### config.mk
export PLATFORM = sky130hd
export DESIGN_NAME = coo_cfg_flat
export DESIGN_NICKNAME = d
export VERILOG_FILES = /design/src/coo_pkg.sv /design/src/coo_ifs.sv /design/src/coo_cfg.sv /design/src/flat_wrapper.sv
export SDC_FILE = /design/constraint.sdc
export NUM_CORES = 1
export LEC_CHECK = 0
export BUFFER_PORTS_ARGS = -buffer_cell sky130_fd_sc_hd__buf_4
export CORE_ASPECT_RATIO = 1.2
export CORE_MARGIN = 4
export CORE_UTILIZATION = 45
export DETAILED_ROUTE_END_ITERATION = 10
export GPL_ROUTABILITY_DRIVEN = 0
export GPL_TIMING_DRIVEN = 0
export PLACE_DENSITY = 0.71
export SLEW_MARGIN = 10
export SYNTH_ARGS = -nofsm -noshare
export SYNTH_HDL_FRONTEND = slang
export SYNTH_SLANG_ARGS = --single-unit
### constraint.sdc
create_clock -name clk -period 0.9 [get_ports clk]
set_input_delay 0.045 -clock clk [delete_from_list [all_inputs] [get_ports clk]]
set_output_delay 0.045 -clock clk [all_outputs]
set_load 0.1 [all_outputs]
### src/coo_pkg.sv
// Shared constants, register indexes and control types of the circle outline overlay.
package coo_pkg;

    // Default geometry of the frame coordinates
    localparam int COORD_BITS_DEF = 13;
    localparam int FRAC_BITS_DEF  = 8;

    // Pixel value width
    localparam int PIX_BITS = 8;

    // Configuration register index width
    localparam int CFG_IDX_BITS = 3;

    // Configuration register map
    typedef enum logic [CFG_IDX_BITS-1:0] {
        REG_CENTER_COL   = 3'd0,
        REG_CENTER_ROW   = 3'd1,
        REG_RADIUS       = 3'd2,
        REG_MARK_COLOUR  = 3'd3,
        REG_FRAME_WIDTH  = 3'd4,
        REG_FRAME_HEIGHT = 3'd5
    } cfg_reg_t;

    // Reset values of the registers that do not reset to zero
    localparam logic [PIX_BITS-1:0] MARK_COLOUR_RST = 8'd255;
    localparam int                  FRAME_DIM_RST   = 512;

    // Per-pixel qualifiers carried down the pipe next to the data
    typedef struct packed {
        logic in_band;   // row in the band and row + 1 below the frame height, column inside the frame
        logic row_ok;    // radicand of the row test is not negative
        logic col_ok;    // radicand of the column test is not negative
    } coo_flags_t;

endpackage

### src/coo_ifs.sv


interface coo_cfg_if
    import coo_pkg::*;
#(
    parameter int DATA_BITS = COORD_BITS_DEF + FRAC_BITS_DEF + 1
) ();
    logic                    valid;
    logic                    ready;
    logic [CFG_IDX_BITS-1:0] index;
    logic [DATA_BITS-1:0]    data;

    modport source (output valid, output index, output data, input ready);
    modport sink   (input valid, input index, input data, output ready);
endinterface

### src/coo_cfg.sv
// Configuration register bank of the circle outline overlay.
module coo_cfg
    import coo_pkg::*;
#(
    parameter int COORD_BITS = COORD_BITS_DEF,
    parameter int FRAC_BITS  = FRAC_BITS_DEF
) (
    input  logic                                    clk,
    input  logic                                    rst_n,
    coo_cfg_if.sink                                 cfg,
    output logic signed [COORD_BITS+FRAC_BITS:0]    center_col,
    output logic signed [COORD_BITS+FRAC_BITS:0]    center_row,
    output logic        [COORD_BITS+FRAC_BITS-1:0]  radius_px,
    output logic        [PIX_BITS-1:0]              mark_colour,
    output logic        [COORD_BITS:0]              frame_width,
    output logic        [COORD_BITS:0]              frame_height
);

    localparam int CEN_BITS = COORD_BITS + FRAC_BITS + 1;
    localparam int RAD_BITS = COORD_BITS + FRAC_BITS;
    localparam int DIM_BITS = COORD_BITS + 1;

    logic signed [CEN_BITS-1:0] center_col_reg;
    logic signed [CEN_BITS-1:0] center_row_reg;
    logic        [RAD_BITS-1:0] radius_reg;
    logic        [PIX_BITS-1:0] mark_colour_reg;
    logic        [DIM_BITS-1:0] frame_width_reg;
    logic        [DIM_BITS-1:0] frame_height_reg;
    logic                       wr_en;

    // Writes are always taken
    assign cfg.ready = 1'b1;
    assign wr_en     = cfg.valid;

    // Register write decode
    always_ff @(posedge clk or negedge rst_n)
    begin
        if (!rst_n)
        begin
            center_col_reg   <= '0;
            center_row_reg   <= '0;
            radius_reg       <= '0;
            mark_colour_reg  <= MARK_COLOUR_RST;
            frame_width_reg  <= DIM_BITS'(FRAME_DIM_RST);
            frame_height_reg <= DIM_BITS'(FRAME_DIM_RST);
        end
        else if (wr_en)
        begin
            unique case (cfg_reg_t'(cfg.index))
                REG_CENTER_COL:   center_col_reg   <= signed'(cfg.data[CEN_BITS-1:0]);
                REG_CENTER_ROW:   center_row_reg   <= signed'(cfg.data[CEN_BITS-1:0]);
                REG_RADIUS:       radius_reg       <= cfg.data[RAD_BITS-1:0];
                REG_MARK_COLOUR:  mark_colour_reg  <= cfg.data[PIX_BITS-1:0];
                REG_FRAME_WIDTH:  frame_width_reg  <= cfg.data[DIM_BITS-1:0];
                REG_FRAME_HEIGHT: frame_height_reg <= cfg.data[DIM_BITS-1:0];
                default:          ;
            endcase
        end
    end

    assign center_col   = center_col_reg;
    assign center_row   = center_row_reg;
    assign radius_px    = radius_reg;
    assign mark_colour  = mark_colour_reg;
    assign frame_width  = frame_width_reg;
    assign frame_height = frame_height_reg;

endmodule

### src/flat_wrapper.sv
// flat-port wrapper written by rule: the top's interface ports become plain ports
module coo_cfg_flat import coo_pkg::*;
#(
    parameter int COORD_BITS = COORD_BITS_DEF,
    parameter int FRAC_BITS  = FRAC_BITS_DEF
)
  (clk, rst_n, center_col, center_row, radius_px, mark_colour, frame_width, frame_height, cfg_valid, cfg_index, cfg_data, cfg_ready);
  coo_cfg_if cfg_i ();
  input  logic clk;
  input  logic rst_n;
  output logic signed [COORD_BITS+FRAC_BITS:0] center_col;
  output logic signed [COORD_BITS+FRAC_BITS:0] center_row;
  output logic        [COORD_BITS+FRAC_BITS-1:0] radius_px;
  output logic        [PIX_BITS-1:0] mark_colour;
  output logic        [COORD_BITS:0] frame_width;
  output logic        [COORD_BITS:0] frame_height;
  input wire logic [$bits(cfg_i.valid)-1:0] cfg_valid;
  input wire logic [$bits(cfg_i.index)-1:0] cfg_index;
  input wire logic [$bits(cfg_i.data)-1:0] cfg_data;
  output wire logic [$bits(cfg_i.ready)-1:0] cfg_ready;
  assign cfg_i.valid = cfg_valid;
  assign cfg_i.index = cfg_index;
  assign cfg_i.data = cfg_data;
  assign cfg_ready = cfg_i.ready;
  coo_cfg #(.COORD_BITS(COORD_BITS), .FRAC_BITS(FRAC_BITS)) u_core (.clk(clk), .rst_n(rst_n), .cfg(cfg_i), .center_col(center_col), .center_row(center_row), .radius_px(radius_px), .mark_colour(mark_colour), .frame_width(frame_width), .frame_height(frame_height));
endmodule
==> impl_summary.md <==
STA
Setup repair after global routing could not meet its margin everywhere. The minimum period implied by the final worst setup slack is 1.25 ns. The tightest hold path in the finished design has a slack of -0.242 ns. After layout, the worst path uses 139% of the clock period.

The worst-case clock skew is 0 ns. The count of final hold-check violations is 91. The number of max-slew violations in the final report came to 0. Setup violations remaining at the end of the flow were counted as 159.

After layout, the worst setup slack is -0.349 ns. In this run the tightest slew margin relative to its limit is 39.8%. The achievable frequency is 0.801 GHz. The slew at the pin closest to its max-slew limit is 0.903 ns.

Worst setup path
In this run the worst path has a maximum fanout of 2. On the worst path, the slowest cell contributes a delay of 0.66 ns. The kind of cell adding the most delay to the critical path is flip-flops.

The arrival time of the worst setup path is 1.20 ns. The critical path goes through buf_12. The slowest cell on the critical path is dfstp_4. The classification of the worst setup path is register to output port.

The element type at the critical path end is an output port. STA classifies the critical path startpoint as a register. The worst path buffer plus inverter count is 1.

At the worst endpoint, the required time is 0.85 ns.

Finish
After routing the design area is 7550 um^2. Counting the fill cells in the layout gives 257. Relative to the synthesized area, the layout overhead comes to 97.5%. The most frequent standard cell in the layout excluding fill and tap cells is buf_12. The count of inserted antenna diode cells is 0. Cells with a size suffix above 1 make up 92.8% of the layout.

The library cells used most frequently in the layout, excluding fill and tap cells, are 103 x buf_12, 85 x dfrtp_4, 51 x mux2_4. The post-layout net count is 439.

Routing
The first TritonRoute pass finished after 4 iterations. Summed over all layers, the routed wires come to 14500 um. The remaining design rule violation count is 0. The number of vias in the routed layout is 2816. In the final routed layout, each cell accounts on average for 27.4 um.

The remaining antenna violation count after routing is 0. The count of routing violations after the opening detailed-route iteration is 166. The detailed-route vias per instance is 5.31.

Synthesis
The fraction of the mapped netlist area in adder cells is 0%. The count of distinct cell types in the synthesized netlist is 12. In this run, synthesis produced a sequential element count of 101. After Yosys synthesis, XOR and XNOR cells account for 0% of the synthesized area.

When the netlist entered floorplanning its net count stood at 247. The fraction of the mapped netlist area in simple logic gates is 2.06%. The total standard cell area after synthesis is 3820 um^2. The average instance in the mapped netlist occupies 17.5 um^2.

Sequential cells were found to cover 66.4% of the synthesized design area. The yosys synthesis warning count is 0. In the synthesized netlist, mux cells make up 29.7% of the area. The post-synthesis compound-gate area fraction is 0%. The synthesized netlist cell count is 219. By area, the combinational part of the netlist is dominated by multiplexers.

Floorplan
The placeable core region is 8200 um^2. The cell row count is 36. The I/O pin count is 130. The die is 109 um tall. Once the floorplan was initialized, standard cells occupied 46.6% of the core.

The horizontal die dimension is 92.1 um. The floorplan die area is 10000 um^2.

Power
VDD sags by at most 2.17 mV. For this design the static power due to leakage is 3.23 nW. In this run the power density over the cells is 3300 nW/um^2.

Placement
During placement, the flow inserted port buffers numbering 128. The half-perimeter wire length after detailed placement is 6140 um. The pre-CTS setup slack is -0.534 ns. The instance area after placement is 5460 um^2.

CTS
In this run, CTS created clock tree buffers numbering 9. Clock latency on the worst-skew pair, taken at its later pin, is 0.35 ns. Clock tree synthesis selected as its root buffer the cell clkbuf_8. The maximum clock insertion buffer count is 2. The clock transition time at the flip-flop clock pins of the worst setup and hold paths is 0.10 ns. Clock tree synthesis found a total of 101 sinks. The hold-fix buffer count after cts is 22. TritonCTS built the clock tree. The count of H-tree levels built during CTS is 3.

Min path
The type of the worst min-delay path is input pin to asynchronous set/reset pin.

GRT
The via count of the first global-routing pass is 3129. The wire length of the first global-routing pass is 18400 um. Entering global routing, the biggest net connects 102 pins. Global routing used 24.4% of the available tracks. After global routing the overflow that remains totals 0. The initial antenna violation count came to 0.

Status
The checks that failed: negative hold slack, negative setup slack. The flow ran to the end, but the final reports show violations.

Flow run
The tool flagged a number of max-cap violations equal to 0.
==> metal layers <==
layer | share of wire (%) | GRT usage, %
met4 | 2.5 | 8.81
met3 | 6.5 | 7.80
met2 | 54 | 43.6
met5 | 0 | 0
met1 | 37 | 27.5
==> synthesized netlist by cell type <==
cell,n,area (um^2)
buf_6,1,11.3
conb_1,1,3.75
mux2_1,2,22.5
and4bb_1,1,12.5
mux2_2,99,1110
buf_4,3,22.5
buf_2,6,30.0
nand4b_1,2,17.5
and4bb_2,2,25.0
dfrtp_1,91,2280
dfstp_2,10,263
nor4b_4,1,23.8
==> final timing paths <==
path	startpoint	endpoint	slack, ns	depth (start not counted)
min reg2reg	u_core.center_col[19]$_DFFE_PN0P_	u_core.center_col[19]$_DFFE_PN0P_	0.58	1
min in group clk	cfg_index[2]	u_core.mark_colour[1]$_DFFE_PN1P_	0.30	4
max reg2reg	u_core.center_col[6]$_DFFE_PN0P_	u_core.center_col[6]$_DFFE_PN0P_	-0.12	2
max	u_core.mark_colour[7]$_DFFE_PN1P_	mark_colour[7]	-0.35	1
min	rst_n	u_core.frame_width[2]$_DFFE_PN0P_	-0.24	1
max in group asynchronous	rst_n	u_core.center_col[10]$_DFFE_PN0P_	0.41	1
==> through the flow <==
stage / setup TNS (ns) / power, mW / util [%] / hold WS, ns / std cells
6_report: -22.85 / 24.9 / 92.1 / -0.242 / 530
4_1_cts: -20.91 / 24.0 / 89.0 / -0.175 / 516
2_1_floorplan: -12.90 / 15.6 / - / -0.251 / 219
3_5_place_dp: -81.65 / 17.8 / 66.6 / 0.297 / 461
5_1_grt: -26.23 / 25.5 / 92.1 / -0.170 / 530
3_3_place_gp: -79.19 / 17.7 / 66.6 / 0.291 / 461
==> timing repair <==
item / in CTS / in global routing
endpoints found under the hold margin: 192 / 91
gates cloned: 1 / 1
pin swaps: 1 / 1
gates resized for setup: 317 / 36
setup endpoints to repair: 248 / 163
setup buffers: 16 / 14
==> cells by family (layout without fill, tap and decap cells) <==
family | Yosys count | after routing
muxes | 101 | 101
buffers and inverters | 10 | 207
other | 1 | 1
DFF | 101 | 101
and+or+nand+nor | 6 | 6
==> final cells by class <==
cell class	count	area, um^2	share of cell area [%]
flip-flops and latches	101	2900	38.4
repair buffers	181	2800	37.0
multi-input cells	108	1410	18.7
well taps	114	143	1.89
clock buffers	9	124	1.64
plain buffers	10	119	1.57
clock inverters	7	56.3	0.745
==> power by group <==
part | internal, mW | switching, mW
Combinational | 5.49 | 8.95
Clock | 1.25 | 1.61
Sequential | 6.25 | 1.37
Total | 13.0 | 11.9
No activity file was read; power rests on OpenSTA's default activity.
