<file path="src/coo_pkg.sv">
// Shared constants, register indexes and control types of the circle outline overlay.
package coo_pkg;

    // Default geometry of the frame coordinates
    localparam int COORD_BITS_DEF = 13;
    localparam int FRAC_BITS_DEF  = 8;

    // Pixel value width
    localparam int PIX_BITS = 8;

    // Configuration register index width
    localparam int CFG_IDX_BITS = 3;

    // Configuration register map
    typedef enum logic [CFG_IDX_BITS-1:0] {
        REG_CENTER_COL   = 3'd0,
        REG_CENTER_ROW   = 3'd1,
        REG_RADIUS       = 3'd2,
        REG_MARK_COLOUR  = 3'd3,
        REG_FRAME_WIDTH  = 3'd4,
        REG_FRAME_HEIGHT = 3'd5
    } cfg_reg_t;

    // Reset values of the registers that do not reset to zero
    localparam logic [PIX_BITS-1:0] MARK_COLOUR_RST = 8'd255;
    localparam int                  FRAME_DIM_RST   = 512;

    // Per-pixel qualifiers carried down the pipe next to the data
    typedef struct packed {
        logic in_band;   // row in the band and row + 1 below the frame height, column inside the frame
        logic row_ok;    // radicand of the row test is not negative
        logic col_ok;    // radicand of the column test is not negative
    } coo_flags_t;

endpackage

</file>
<file path="src/coo_front.sv">
// Front pipe: offsets from the center, band bounds, squares and radicands (3 stages).
module coo_front
    import coo_pkg::*;
#(
    parameter int COORD_BITS = COORD_BITS_DEF,
    parameter int FRAC_BITS  = FRAC_BITS_DEF
) (
    input  logic                                      clk,
    input  logic                                      rst_n,
    input  logic                                      en,
    // incoming beat
    input  logic                                      in_valid,
    input  logic        [COORD_BITS-1:0]              in_col,
    input  logic        [COORD_BITS-1:0]              in_row,
    input  logic        [PIX_BITS-1:0]                in_pix,
    // configuration
    input  logic signed [COORD_BITS+FRAC_BITS:0]      center_col,
    input  logic signed [COORD_BITS+FRAC_BITS:0]      center_row,
    input  logic        [COORD_BITS+FRAC_BITS-1:0]    radius_px,
    input  logic        [COORD_BITS:0]                frame_width,
    input  logic        [COORD_BITS:0]                frame_height,
    // stage 3 outputs
    output logic                                      out_valid,
    output logic        [COORD_BITS-1:0]              out_col,
    output logic        [COORD_BITS-1:0]              out_row,
    output logic        [PIX_BITS-1:0]                out_pix,
    output logic        [2*(COORD_BITS+FRAC_BITS)-1:0] rad_row,
    output logic        [2*(COORD_BITS+FRAC_BITS)-1:0] rad_col,
    output coo_flags_t                                out_flags
);

    localparam int CEN_BITS = COORD_BITS + FRAC_BITS + 1;
    localparam int RAD_BITS = COORD_BITS + FRAC_BITS;
    localparam int DIM_BITS = COORD_BITS + 1;
    localparam int D_BITS   = CEN_BITS + 1;          // pixel minus center
    localparam int B_BITS   = CEN_BITS + 2;          // band bound sums
    localparam int Y_BITS   = B_BITS - 1 - FRAC_BITS; // nonnegative band row
    localparam int RR_BITS  = 2 * RAD_BITS;
    localparam int SQ_BITS  = 2 * D_BITS;
    localparam logic [B_BITS-1:0] TWO_FIX = B_BITS'(2 << FRAC_BITS);

    // ---------------- stage 1 ----------------
    logic signed [D_BITS-1:0] row_fix, col_fix, cx_ext, cy_ext;
    logic signed [B_BITS-1:0] cy_b, r_b, band_lo, band_hi;
    logic signed [D_BITS-1:0] d_row_next, d_col_next;
    logic        [Y_BITS-1:0] ymin_next, ymax_next;
    logic                     col_in_next;

    logic                     s1_valid_reg;
    logic [COORD_BITS-1:0]    s1_col_reg, s1_row_reg;
    logic [PIX_BITS-1:0]      s1_pix_reg;
    logic signed [D_BITS-1:0] s1_d_row_reg, s1_d_col_reg;
    logic [Y_BITS-1:0]        s1_ymin_reg, s1_ymax_reg;
    logic                     s1_col_in_reg;

    // Offsets of the pixel from the center, band bounds clamped at zero
    always_comb
    begin
        row_fix     = signed'({2'b00, in_row, {FRAC_BITS{1'b0}}});
        col_fix     = signed'({2'b00, in_col, {FRAC_BITS{1'b0}}});
        cx_ext      = {center_col[CEN_BITS-1], center_col};
        cy_ext      = {center_row[CEN_BITS-1], center_row};
        d_row_next  = row_fix - cy_ext;
        d_col_next  = col_fix - cx_ext;
        cy_b        = {{2{center_row[CEN_BITS-1]}}, center_row};
        r_b         = signed'({3'b000, radius_px});
        band_lo     = cy_b - r_b - signed'(TWO_FIX);
        band_hi     = cy_b + r_b + signed'(TWO_FIX);
        ymin_next   = band_lo[B_BITS-1] ? '0 : band_lo[B_BITS-2:FRAC_BITS];
        ymax_next   = band_hi[B_BITS-1] ? '0 : band_hi[B_BITS-2:FRAC_BITS];
        col_in_next = ({1'b0, in_col} < frame_width);
    end

    // ---------------- stage 2 ----------------
    logic signed [SQ_BITS-1:0] sq_row_full, sq_col_full;
    logic        [RR_BITS-1:0] rr_next;
    logic        [Y_BITS-1:0]  row_y;
    logic                      in_band_next;

    logic                      s2_valid_reg;
    logic [COORD_BITS-1:0]     s2_col_reg, s2_row_reg;
    logic [PIX_BITS-1:0]       s2_pix_reg;
    logic [SQ_BITS-1:0]        s2_sq_row_reg, s2_sq_col_reg;
    logic [RR_BITS-1:0]        s2_rr_reg;
    logic                      s2_in_band_reg;

    // Squares, and the row compared against the band and the frame height
    always_comb
    begin
        sq_row_full  = s1_d_row_reg * s1_d_row_reg;
        sq_col_full  = s1_d_col_reg * s1_d_col_reg;
        rr_next      = radius_px * radius_px;
        row_y        = Y_BITS'(s1_row_reg);
        in_band_next = (row_y >= s1_ymin_reg) && (row_y < s1_ymax_reg)
                    && ((DIM_BITS'(s1_row_reg) + DIM_BITS'(1)) < frame_height)
                    && s1_col_in_reg;
    end

    // ---------------- stage 3 ----------------
    logic signed [SQ_BITS:0] dd_row, dd_col;
    coo_flags_t              flags_next;

    logic                    s3_valid_reg;
    logic [COORD_BITS-1:0]   s3_col_reg, s3_row_reg;
    logic [PIX_BITS-1:0]     s3_pix_reg;
    logic [RR_BITS-1:0]      s3_rad_row_reg, s3_rad_col_reg;
    coo_flags_t              s3_flags_reg;

    // Radicands r*r - d*d; a negative one disables its test
    always_comb
    begin
        dd_row             = signed'({{(SQ_BITS+1-RR_BITS){1'b0}}, s2_rr_reg})
                           - signed'({1'b0, s2_sq_row_reg});
        dd_col             = signed'({{(SQ_BITS+1-RR_BITS){1'b0}}, s2_rr_reg})
                           - signed'({1'b0, s2_sq_col_reg});
        flags_next.in_band = s2_in_band_reg;
        flags_next.row_ok  = !dd_row[SQ_BITS];
        flags_next.col_ok  = !dd_col[SQ_BITS];
    end

    // Valid bits
    always_ff @(posedge clk or negedge rst_n)
    begin
        if (!rst_n)
        begin
            s1_valid_reg <= 1'b0;
            s2_valid_reg <= 1'b0;
            s3_valid_reg <= 1'b0;
        end
        else if (en)
        begin
            s1_valid_reg <= in_valid;
            s2_valid_reg <= s1_valid_reg;
            s3_valid_reg <= s2_valid_reg;
        end
    end

    // Payload stages
    always_ff @(posedge clk)
    begin
        if (en)
        begin
            s1_col_reg     <= in_col;
            s1_row_reg     <= in_row;
            s1_pix_reg     <= in_pix;
            s1_d_row_reg   <= d_row_next;
            s1_d_col_reg   <= d_col_next;
            s1_ymin_reg    <= ymin_next;
            s1_ymax_reg    <= ymax_next;
            s1_col_in_reg  <= col_in_next;

            s2_col_reg     <= s1_col_reg;
            s2_row_reg     <= s1_row_reg;
            s2_pix_reg     <= s1_pix_reg;
            s2_sq_row_reg  <= unsigned'(sq_row_full);
            s2_sq_col_reg  <= unsigned'(sq_col_full);
            s2_rr_reg      <= rr_next;
            s2_in_band_reg <= in_band_next;

            s3_col_reg     <= s2_col_reg;
            s3_row_reg     <= s2_row_reg;
            s3_pix_reg     <= s2_pix_reg;
            s3_rad_row_reg <= flags_next.row_ok ? dd_row[RR_BITS-1:0] : '0;
            s3_rad_col_reg <= flags_next.col_ok ? dd_col[RR_BITS-1:0] : '0;
            s3_flags_reg   <= flags_next;
        end
    end

    assign out_valid = s3_valid_reg;
    assign out_col   = s3_col_reg;
    assign out_row   = s3_row_reg;
    assign out_pix   = s3_pix_reg;
    assign rad_row   = s3_rad_row_reg;
    assign rad_col   = s3_rad_col_reg;
    assign out_flags = s3_flags_reg;

endmodule

</file>
<file path="config.mk">
export PLATFORM = sky130hd
export DESIGN_NAME = coo_front
export DESIGN_NICKNAME = d
export VERILOG_FILES = /design/src/coo_pkg.sv /design/src/coo_front.sv
export SDC_FILE = /design/constraint.sdc
export NUM_CORES = 2
export LEC_CHECK = 0
export ABC_CLOCK_PERIOD_IN_PS = 8100
export BUFFER_PORTS_ARGS = -buffer_cell sky130_fd_sc_hd__buf_4
export CORE_MARGIN = 2
export CORE_UTILIZATION = 65
export CTS_BUF_LIST = sky130_fd_sc_hd__clkbuf_8
export DETAILED_ROUTE_END_ITERATION = 12
export GPL_TIMING_DRIVEN = 0
export PLACE_DENSITY = 0.82
export SLEW_MARGIN = 20
export SYNTH_ARGS = -nofsm -noshare
export SYNTH_HDL_FRONTEND = slang
export SYNTH_SLANG_ARGS = --single-unit
</file>
<file path="constraint.sdc">
create_clock -name clk -period 8.1 [get_ports clk]
set_input_delay 0.405 -clock clk [delete_from_list [all_inputs] [get_ports clk]]
set_output_delay 0.405 -clock clk [all_outputs]
set_load 0.1 [all_outputs]
</file>
==> results by group <==
Critical path
  – Worst Path Buf+Inv: 7
  – CP Launch Type: flip-flop
  – FF-to-FF Start: s1_d_row_reg[1]$_DFFE_PP_
  – Slowest stage cell, crit path: edfxtp_1
  – Reg2reg path depth: 27
  – Crit path largest cell delay: 610 ps
  – Worst setup EP type: flip-flop
  – R2R Path End: s2_sq_row_reg[44]$_DFFE_PP_
  – CP dominant cell by count: fa_1
  – Data arrival time of the worst path: 8410 ps
  – Max FO, Critical Path: 10
  – Crit path from: s1_d_row_reg[1]$_DFFE_PP_
  – Setup CP Type: flip-flop to flip-flop
  – CP Data Required Time: 8560 ps
  – Reg-to-reg slack, setup: 150 ps
  – Crit path max-delay family: adder cells

Layout
  – Multi-input combinational cell area: 49800 µm²
  – Area Overhead vs Synth: 9.23%
  – Commonest cells after routing, fill and taps aside: inv_1, fa_1, ha_1, nand2_1, edfxtp_1
  – Post-route core utilization: 71.6%
  – Layout fillers: 7625
  – Share of layout cells above drive strength 1: 8.10%
  – Nets: 9387
  – Seq. cell area: 12000 µm²
  – Final instance area: 75500 µm²
  – Commonest non-fill, non-tap cell in the layout: inv_1

Global routing
  – Largest net degree at the start of global routing: 103
  – Gr usage total: 36.2%
  – Number of global-route vias before repair: 52840
  – First-pass GRT wire length: 294000 µm
  – GRT Residual Overflow: 0
  – Antenna violations before repair: 12

Timing
  – Hold WS: 82.6 ps
  – Final slew viol count: 0
  – Slew headroom: 8.87%
  – Clock skew: 49.5 ps
  – Worst Tran Pin Value: 1350 ps
  – Final period util: 98.2%
  – Crit path time final: 7950 ps
  – FMAX: 0.126 GHz
  – Final setup viols: 0
  – Final Hold Fails: 0

Worst hold path
  – Hold Path Cell Cnt: 2
  – Worst Hold Endpoint: s1_d_row_reg[3]$_DFFE_PP_
  – Hold Crit Start: center_row[3]
  – Hold Path Class: input port to flip-flop

Synth
  – Yosys top cell area share: 39.2%
  – Post-synth EDFFs: 398
  – Fraction of registers with async set or reset after synthesis: 0.748%
  – Mean post-synth cell area: 10.1 µm²
  – Synth area leader: fa_1
  – Top cells by area, synth: fa_1, edfxtp_1, ha_1
  – Seq/Total Area, Yosys: 17.4%
  – #FFs+latches synth: 401
  – Distinct cell type count after synthesis: 90
  – Mapped cell area: 69100 µm²
  – Yosys warning count: 0
  – Post-synth top flop: edfxtp_1
  – Syn Inst Count: 6851
  – Syn Nets: 8983

Run status
  – Outcome: complete, but fails checks
  – Violated checks: DRC

Floorplan
  – Chip width: 330 µm
  – Core area: 105000 µm²
  – Starting Density: 65.6%
  – I/O Pins: 253
  – Die extent in y: 330 µm
  – Row count: 119
  – DIE AREA: 109000 µm²

Placement
  – Gpl congestion: 1.02
  – Detailed-placement wirelength estimate: 160000 µm
  – Placed Area: 72900 µm²
  – IO Port Bufs: 252

Drt
  – Via Count: 49556
  – Iteration-0 DRC Markers: 4252
  – Vias per std cell: 5.69
  – Routed WL per cell: 21.8 µm
  – Drt pass-1 iters: 11
  – # DRC: 12
  – Post-DRT Antenna Nets: 0
  – WL final: 190000 µm

CTS
  – Sink Count: 401
  – Worst-case clock buffer depth: 3
  – Num CTS Buffers: 71
  – CTS tree: yes
  – Clock Latency Late Sink: 720 ps
  – Clock slew at reported path FFs: 60 ps
  – CTS H-tree depth: 3
  – CTS root buf: clkbuf_8

Flow run
  – Number of max-cap violations: 0
[synth_stat cells (4+ instances only)]
library cell  number
a2111oi_0          6
a211o_1           10
a211oi_1          26
a21boi_0           5
a21o_1           116
a21oi_1          214
a221oi_1           8
a311oi_1           4
a31o_2             6
a31oi_1           20
and2_1           279
and3_1            18
buf_2              8
clkbuf_1         148
edfxtp_1         398
fa_1            1352
ha_1             649
inv_1           1833
mux2_2            10
nand2_1          507
nand2b_1          46
nand3_1           52
nand3b_1           8
nand4_1           28
nor2_1           282
nor2_2            10
nor2b_1           65
nor3_1            67
nor3b_1            9
nor4_1            12
o211ai_1          14
o21a_1            53
o21ai_0          110
o21ai_1           11
o21bai_1          30
o22a_1             4
o22ai_1            6
o31a_1             6
o31ai_1           12
o41ai_1            5
or2_2             14
or3_1             20
xnor2_1          196
xor2_1           101
[through the flow]
stage          cells  setup WS [ps]  TNS, ps
2_1_floorplan   6851            780        0
6_report        8705            150        0
3_5_place_dp    8498          -1190   -23050
4_1_cts         8685          0.144        0
3_3_place_gp    8494          -1040   -18360
5_1_grt         8703          -39.0    -86.6
[worst max path at each step]
stage	end	slack [ps]	cells after the start
6_report	s2_sq_row_reg[44]$_DFFE_PP_	150	27
5_1_grt	s2_sq_row_reg[44]$_DFFE_PP_	-40	28
4_1_cts	s2_sq_row_reg[44]$_DFFE_PP_	0.1	25
3_5_place_dp	s2_sq_row_reg[44]$_DFFE_PP_	-1190	24
3_3_place_gp	s2_sq_row_reg[44]$_DFFE_PP_	-1040	24
2_1_floorplan	s2_rr_reg[38]$_DFFE_PP_	780	27
[kinds of logic (layout without fill, tap and decap cells)]
family	count (synthesis)	count (layout)	share of synthesized area, %
buffers and inverters	1997	2457	10.9
muxes	13	13	0.206
other	0	3	0
and+or+nand+nor	1430	1430	9.97
AOI/OAI and AO/OA	711	711	6.79
xor gates and xnor gates	298	298	3.80
DFF	401	401	17.4
adders and majority gates	2001	2001	50.9
[final cells by class]
type                            count  area share, %
Inverter                         1835           9.14
Antenna cell                        3        0.00995
Tap cell                         1391           2.31
Timing Repair Buffer              344           3.71
Buffer                            149          0.993
Clock buffer                       72           1.31
Sequential cell                   401           15.9
Multi-Input combinational cell   4453           65.9
Clock inverter                     57          0.660
[timing repair]
item,in CTS,in global routing
pin swaps,5,8
endpoints found under the setup margin,32,26
resized for setup,92,119
endpoints found under the hold margin,49,0
setup buffers,13,27
hold buffers,48,0
[per-layer routing]
| layer | GRT usage, % | share of wire (%) | vias up | routed length (µm) |
|---|---|---|---|---|
| met1 | 48.2 | 38 | 24856 | 72800 |
| met5 | 0 | 0.042 | - | 80 |
| li1 | - | - | 21821 | - |
| met2 | 55.5 | 45 | 2386 | 85500 |
| met3 | 11.0 | 12 | 481 | 22100 |
| met4 | 15.4 | 4.8 | 12 | 9200 |
Power is not shown: default switching activity piles up to over one toggle a cycle in this logic, so the estimate is an artifact.
