==> config.mk <==
export PLATFORM = sky130hd
export DESIGN_NAME = coo_sqrt
export DESIGN_NICKNAME = d
export VERILOG_FILES = /design/src/coo_pkg.sv /design/src/coo_sqrt.sv
export SDC_FILE = /design/constraint.sdc
export NUM_CORES = 1
export LEC_CHECK = 0
export ABC_AREA = 1
export BUFFER_PORTS_ARGS = -buffer_cell sky130_fd_sc_hd__clkbuf_2
export CAP_MARGIN = 20
export CORE_MARGIN = 3
export CORE_UTILIZATION = 45
export CTS_CLUSTER_DIAMETER = 120
export DETAILED_ROUTE_END_ITERATION = 7
export SYNTH_ARGS = -nofsm -noshare
export SYNTH_HDL_FRONTEND = slang
export SYNTH_SLANG_ARGS = --single-unit
==> constraint.sdc <==
create_clock -name clk -period 3 [get_ports clk]
set_input_delay 0.15 -clock clk [delete_from_list [all_inputs] [get_ports clk]]
set_output_delay 0.15 -clock clk [all_outputs]
set_load 0.05 [all_outputs]
==> src/coo_pkg.sv <==
// Shared constants, register indexes and control types of the circle outline overlay.
package coo_pkg;

    // Default geometry of the frame coordinates
    localparam int COORD_BITS_DEF = 13;
    localparam int FRAC_BITS_DEF  = 8;

    // Pixel value width
    localparam int PIX_BITS = 8;

    // Configuration register index width
    localparam int CFG_IDX_BITS = 3;

    // Configuration register map
    typedef enum logic [CFG_IDX_BITS-1:0] {
        REG_CENTER_COL   = 3'd0,
        REG_CENTER_ROW   = 3'd1,
        REG_RADIUS       = 3'd2,
        REG_MARK_COLOUR  = 3'd3,
        REG_FRAME_WIDTH  = 3'd4,
        REG_FRAME_HEIGHT = 3'd5
    } cfg_reg_t;

    // Reset values of the registers that do not reset to zero
    localparam logic [PIX_BITS-1:0] MARK_COLOUR_RST = 8'd255;
    localparam int                  FRAME_DIM_RST   = 512;

    // Per-pixel qualifiers carried down the pipe next to the data
    typedef struct packed {
        logic in_band;   // row in the band and row + 1 below the frame height, column inside the frame
        logic row_ok;    // radicand of the row test is not negative
        logic col_ok;    // radicand of the column test is not negative
    } coo_flags_t;

endpackage

==> src/coo_sqrt.sv <==
// Pipelined truncated integer square root, one result bit per stage.
module coo_sqrt
    import coo_pkg::*;
#(
    parameter int ROOT_BITS = COORD_BITS_DEF + FRAC_BITS_DEF
) (
    input  logic                     clk,
    input  logic                     en,
    input  logic [2*ROOT_BITS-1:0]   radicand,
    output logic [ROOT_BITS-1:0]     root
);

    localparam int W = 2 * ROOT_BITS;

    logic [W-1:0]         rem_reg  [ROOT_BITS];
    logic [ROOT_BITS-1:0] root_reg [ROOT_BITS];

    // Stage k settles root bit ROOT_BITS-1-k
    for (genvar k = 0; k < ROOT_BITS; k++)
    begin : g_stage
        localparam int B = ROOT_BITS - 1 - k;

        logic [W-1:0]         rem_in;
        logic [ROOT_BITS-1:0] root_in;
        logic [W-1:0]         trial;
        logic                 take;

        if (k == 0)
        begin : g_first
            assign rem_in  = radicand;
            assign root_in = '0;
        end
        else
        begin : g_next
            assign rem_in  = rem_reg[k-1];
            assign root_in = root_reg[k-1];
        end

        // (root + 2^B)^2 - root^2 = root*2^(B+1) + 2^(2B)
        assign trial = (W'(root_in) << (B + 1)) + (W'(1) << (2 * B));
        assign take  = (rem_in >= trial);

        always_ff @(posedge clk)
        begin
            if (en)
            begin
                rem_reg[k]  <= take ? (rem_in - trial) : rem_in;
                root_reg[k] <= take ? (root_in | (ROOT_BITS'(1) << B)) : root_in;
            end
        end
    end

    assign root = root_reg[ROOT_BITS-1];

endmodule

==> impl_metrics.toml, run 1 <==
[timing]
rsz0062_at_grt = "no"
tightest_slew_ns = 0.800
period_minus_slack_ns = 2.88
fmax_mhz = 348
drv_slew = 0
hold_ws_ns = 0.0572
finClkSkew_ns = 0.0690
finalSetupViolCount = 0
relSlewSlack = 0.465
fin_ws_ns = 0.123
post-route-period-util = 0.959
finalSetupTns_ns = 0
final_hold_viol_count = 0

[routing]
vias_per_cell = 5.17
dr.pass1.iters = 7
wl_per_cell_um = 19.2
wl_um = 162000
post-route-drc-count = 0
ant_nets = 0
drt_iter0_drc = 3549
route.vias.total = 43600

[layout]
area_delta_synth_final_pct = 13.3
fin_nets = 6970
utilization = 0.515
n_fill_cell = 11900
largest_reg_flops = 840
drive_gt1_frac = 0.0799
stdcell_area_um2 = 65900

[clocking]
h-tree-depth = 3
clk_latency_ns = 0.76
cts_num_sinks = 1071
cts.path.max_buffers = 3
cts_root_buf = "clkbuf_16"
cts_tree = "built"
clk_pin_slew_ns = 0.06
cts_buffers = 116

[placed_design]
placed_cell_area_um2 = 61600
io_buffers = 64
dp_hpwl_um = 129000
gp_congestion = 0.986
dp_slack_ns = 0.0126

[floorplanning]
row_count = 131
core_area_um2 = 128000
die_y_um = 365
die-width_um = 365
fp.dieArea_um2 = 134000
ioPinCount = 65
initial_core_util = 0.455

[synth]
synth_area_um2 = 58100
ys_top_cells_by_area = "edfxtp_1 (55%), nand2_1 (12%), inv_1 (5.9%), ha_1 (5.3%), nor2_1 (4.2%)"
synth_top_cell_area_share = 0.553
ys_seq_area_frac = 0.553
synth.avg_cell_area_um2 = 9.18
yosysWarnings = 0
syn_nets = 6627
yosys.cell_types.count = 58
syn_inst = 6335
ys_seq_elements = 1071
netlist.top_cell.by_area = "edfxtp_1"

[worst_setup_path]
crit_path_start = "rem_reg[2][6]$_DFFE_PP_"
path_common_cell = "nand3_1"
cp_max_fo = 9
cp_cell_sequence = "inv_1 > ha_1 > inv_1 > nand3_1 > nand3_1 > nand3_1 > nand3_1 > nand2_1 > nand3_4 > buf_4 > nand3_1 > o21ai_0"
start_kind = "register"
cp-end-kind = "register"
cp_slowest_stage_delay_ns = 0.64
cp.arrival_ns = 3.35
critPathKind = "reg2reg"
crit_slowest_cell = "edfxtp_1"
worstReg2RegStart = "rem_reg[2][6]$_DFFE_PP_"
required_ns = 3.47

[global_routing]
antenna_found_initial = 1
grt_pass1_vias = 42800
grt_max_degree = 102
gr-total-overflow = 0
grt_util_all_layers = 0.243
grt_pass1_wl_um = 247000

[hold_path]
holdCritPathClass = "in2reg"
min-delay-start = "radicand[0]"

[pwr]
max-vdd-ir-drop_mv = 0.612
powerDensity_nw_per_um2 = 688
leakage_nw = 28.0

[run]
max-cap-violations = 0

[outcome]
outcome = "finished clean"
[cell families (layout without fill, tap and decap cells)]
| family | count (synthesis) | in the layout | share of synthesized area |
|---|---|---|---|
| other | 0 | 1 | 0 |
| adders and majority gates | 248 | 248 | 0.0534 |
| buffers and inverters | 974 | 1407 | 0.0665 |
| DFF | 1071 | 1071 | 0.553 |
| xor gates and xnor gates | 226 | 226 | 0.0341 |
| and+or+nand+nor | 3193 | 3194 | 0.231 |
| AOI/OAI and AO/OA | 623 | 623 | 0.0617 |
[power by group]
group          switching (mW)  total, mW  internal (mW)
Sequential               1.53       20.4           18.9
Clock                    6.13       14.0           7.92
Combinational            7.16       10.9           3.70
Total                    14.8       45.3           30.5
[path summary, 6_finish.rpt]
check,slack [ns],end,cells past startpoint
min,0.06,rem_reg[0][0]$_DFFE_PP_,2
max reg2reg,0.12,rem_reg[2][72]$_DFFE_PP_,12
max,0.12,rem_reg[2][72]$_DFFE_PP_,12
min reg2reg,0.40,root_reg[15][9]$_DFFE_PP_,0
[through the flow]
stage	power, mW	std cells
3_3_place_gp	31.5	8170
3_5_place_dp	31.4	8171
4_1_cts	45.6	8429
6_report	45.3	8432
2_1_floorplan	27.3	6335
5_1_grt	47.8	8431
[worst max-delay path, delay by kind of cell, from the launching register on]
| kind | cells | cell delay [ns] |
|---|---|---|
| AND/OR/NAND/NOR | 7 | 1.00 |
| AO/OA/AOI/OAI | 1 | 0.20 |
| adder cells (fa/ha/maj) | 1 | 0.24 |
| flip-flops | 1 | 0.64 |
| buffers and inverters | 3 | 0.52 |
[synth_stat cells, drive strengths merged]
library cell and number:
o21ai 229, nor2 672, and2 2, nor4 78, a21boi 15, inv 925
o221ai 1, o211ai 6, o21a 4, a31oi 2, ha 248, o21bai 19
a211oi 10, xnor2 103, nand4 113, a31o 1, a21oi 310, clkbuf 3
o2111ai 3, xor2 123, edfxtp 1071, or2 19, a22oi 2, o31ai 1
nand3b 33, nand3 338, nor2b 4, nor3 91, buf 46, o211a 1
nor3b 2, nand2 1841, a21o 19
[repair_timing]
item	in CTS	in global routing
gates resized for setup	1	2
cloned	0	1
pin swaps	0	1
endpoints found under the setup margin	3	6
buffers inserted	0	1
hold buffers	49	0
endpoints found under the hold margin	77	0
[routing by layer]
layer | GRT usage | vias to the layer above | part of all wire
met2 | 0.452 | 1059 | 0.52
li1 | - | 21800 | -
met4 | 0.0952 | 0 | 0.044
met3 | 0.0281 | 306 | 0.039
met1 | 0.284 | 20400 | 0.40
met5 | 0 | - | 0
[layout make-up]
class / instances / area, um^2 / share of cell area
Inverter: 925 / 3480 / 0.0528
Multi-Input combinational cell: 4291 / 22100 / 0.336
Tap cell: 1662 / 2080 / 0.0316
Clock inverter: 74 / 800 / 0.0121
Sequential cell: 1071 / 32200 / 0.488
Timing Repair Buffer: 273 / 2230 / 0.0339
Antenna cell: 1 / 2.50 / 0.0000380
Clock buffer: 135 / 2970 / 0.0452
[cell usage in the layout (no fill, tap or decap), drive strengths merged, types with 2 or more instances in the layout]
cell type / Yosys / layout
o21bai: 19 / 19
xor2: 123 / 123
nor4: 78 / 78
dlygate4sd3: 0 / 49
nor2b: 4 / 4
nor3b: 2 / 2
nand3: 338 / 338
or2: 19 / 19
clkbuf: 3 / 198
a211oi: 10 / 10
nand2: 1841 / 1841
nor2: 672 / 673
buf: 46 / 161
and2: 2 / 2
nand3b: 33 / 33
ha: 248 / 248
o21a: 4 / 4
a21boi: 15 / 15
xnor2: 103 / 103
clkinvlp: 0 / 11
nand4: 113 / 113
a31oi: 2 / 2
a22oi: 2 / 2
nor3: 91 / 91
inv: 925 / 928
bufinv: 0 / 9
edfxtp: 1071 / 1071
a21o: 19 / 19
a21oi: 310 / 310
o2111ai: 3 / 3
o211ai: 6 / 6
clkinv: 0 / 51
o21ai: 229 / 229
Note: power is estimated with default switching activity, not from simulation.
==> run 2, diff against run 1 <==
--- a/config.mk
+++ b/config.mk
@@ -9,7 +9,7 @@
 export BUFFER_PORTS_ARGS = -buffer_cell sky130_fd_sc_hd__clkbuf_2
 export CAP_MARGIN = 20
 export CORE_MARGIN = 3
-export CORE_UTILIZATION = 45
+export CORE_UTILIZATION = 25
 export CTS_CLUSTER_DIAMETER = 120
 export DETAILED_ROUTE_END_ITERATION = 7
 export SYNTH_ARGS = -nofsm -noshare
==> run 2 against run 1 <==
First-iteration DRC count shrank 18%. Maximum frequency grew 3.8%. Clock power is essentially flat. Non-clock buffer count shrank 55. Clock skew grew 0.012 ns. Setup slack gained 0.10 ns. Combinational power is essentially flat. Critical path depth shrank 3. Flip-flop and latch count is the same. Final area grew 2.0%. Global-route usage shrank 11 points.
==> impl_metrics.toml, run 2 (synthesis gave the netlist of run 1 again) <==
[routing]
wl_per_cell_um = 17.0
post-route-drc-count = 0
drt_iter0_drc = 2901
route.vias.total = 43300
vias_per_cell = 4.45
ant_nets = 0
wl_um = 165000
dr.pass1.iters = 6

[pwr]
max-vdd-ir-drop_mv = 0.477
pwr-share-comb = 0.237
leakage_nw = 27.8
p_int_mw = 30.6
clockPowerShare = 0.314
p_seq_frac = 0.448
p_switching_mw = 14.9
p_sw_frac = 0.328
powerDensity_nw_per_um2 = 678

[clocking]
cts.path.max_buffers = 3
clk_latency_ns = 0.77
cts_root_buf = "clkbuf_16"
clk_pin_slew_ns = 0.06
cts_num_sinks = 1071
ctsResizeCount = 0
h-tree-depth = 3
cts_tree = "built"
cts_buffers = 113
cts_setup_buffers = 0

[timing]
relSlewSlack = 0.380
finalSetupTns_ns = 0
rsz0062_at_grt = "no"
finalSetupViolCount = 0
post-route-period-util = 0.924
drv_slew = 0
tightest_slew_ns = 0.927
fmax_mhz = 361
finClkSkew_ns = 0.0813
final_hold_viol_count = 0
period_minus_slack_ns = 2.77

[floorplanning]
initial_core_util = 0.252
core_area_um2 = 231000
die-width_um = 488
row_count = 176
die_y_um = 488
fp.dieArea_um2 = 238000
ioPinCount = 65

[outcome]
outcome = "finished clean"

[layout]
diodes = 0
area_delta_synth_final_pct = 15.6
utilization = 0.291
largest_reg_flops = 840
drive_gt1_frac = 0.0727
layout_commonest_cell = "nand2_1"
fin_nets = 6911
final_cell_mix = "nand2_1 (1821), edfxtp_1 (1071), inv_1 (915)"
stdcell_area_um2 = 67200
final_cells = 9739

[worst_setup_path]
required_ns = 3.53
cp_cell_sequence = "inv_1 > ha_1 > nand2_1 > nor2_1 > nand4_1 > o21bai_1 > nor2_2 > buf_4 > o21ai_0"
start_kind = "register"
cp_max_fo = 26
cp_slowest_stage_delay_ns = 0.44
crit_slowest_cell = "edfxtp_1"
critPathKind = "reg2reg"
cp-end-kind = "register"
cp.arrival_ns = 3.30

[placed_design]
io_buffers = 64
dp_hpwl_um = 133000
dp.cells = 9477
gp_congestion = 0.946
placed_cell_area_um2 = 62800

[hold_path]
holdCritPathClass = "in2reg"

[global_routing]
antenna_found_initial = 0
grt_max_degree = 112
grt_pass1_wl_um = 253000
gr-total-overflow = 0
grt_util_all_layers = 0.137
grt_pass1_vias = 43500

[run]
max-cap-violations = 0
==> run 2: cell types whose count changed in the layout (fill, tap and decap cells not counted), moves of 2 or more <==
cell           before  now
dlygate4sd3_1      49   53
clkbuf_1           19   16
nor2_4              7    5
clkbuf_16         116  114
bufinv_16           9   13
buf_4             143   83
clkinv_1           25   20
clkinv_2           14   24
inv_6               3    1
==> run 2: power groups by stage <==
stage	clock, mW	sequential [mW]	combinational (mW)
floorplan	0	19.9	7.38
finish	14.3	20.4	10.8
global route	15.3	20.6	12.2
detailed placement	0	20.7	10.7
CTS	14.7	20.4	10.8
global placement	0	20.7	10.7
==> run 2: final timing paths <==
path	startpoint	endpoint	slack (ns)	depth (start not counted)
max	root_reg[9][19]$_DFFE_PP_	rem_reg[1][112]$_DFFE_PP_	0.23	9
min	radicand[24]	rem_reg[0][24]$_DFFE_PP_	0.08	2
max reg2reg	root_reg[9][19]$_DFFE_PP_	rem_reg[1][112]$_DFFE_PP_	0.23	9
min reg2reg	root_reg[15][16]$_DFFE_PP_	root_reg[16][16]$_DFFE_PP_	0.39	0
==> run 2: critical path: cells and delay by family, from the launching register on <==
family	cells	cell delay (ns)
AOI/OAI and AO/OA	2	0.63
DFF	1	0.44
and+or+nand+nor	4	0.79
adders and majority gates	1	0.36
buffers and inverters	2	0.29
==> run 2: area by class of cell <==
type	count	area, um^2
clock buffer	130	2910
clock inverter	79	900
fill	24000	163000
inverter	925	3480
multi-input combinational	4290	22100
sequential	1071	32200
tap	3026	3790
timing repair buffer	218	1840
==> run 2: repair_timing <==
| item | 4_1_cts | 5_1_grt |
|---|---|---|
| hold buffers | 53 | 0 |
| endpoints found under the hold margin | 132 | 0 |
| setup endpoints to repair | 0 | 0 |
==> run 2: per-layer routing <==
layer / track usage / up-vias / part of all wire
li1: - / 21700 / -
met1: 0.153 / 20300 / 0.39
met2: 0.256 / 983 / 0.52
met3: 0.0175 / 344 / 0.035
met4: 0.0623 / 0 / 0.050
met5: 0 / - / 0
==> run 2: per-stage QoR <==
step / hold WS [ns] / total power, mW / setup slack [ns]
floorplan: 0.249 / 27.3 / 0.857
global placement: 0.326 / 31.4 / 0.270
detailed placement: 0.329 / 31.4 / 0.229
CTS: 0.00106 / 45.9 / 0.162
global route: 0.0240 / 48.1 / 0.0480
finish: 0.0827 / 45.5 / 0.227
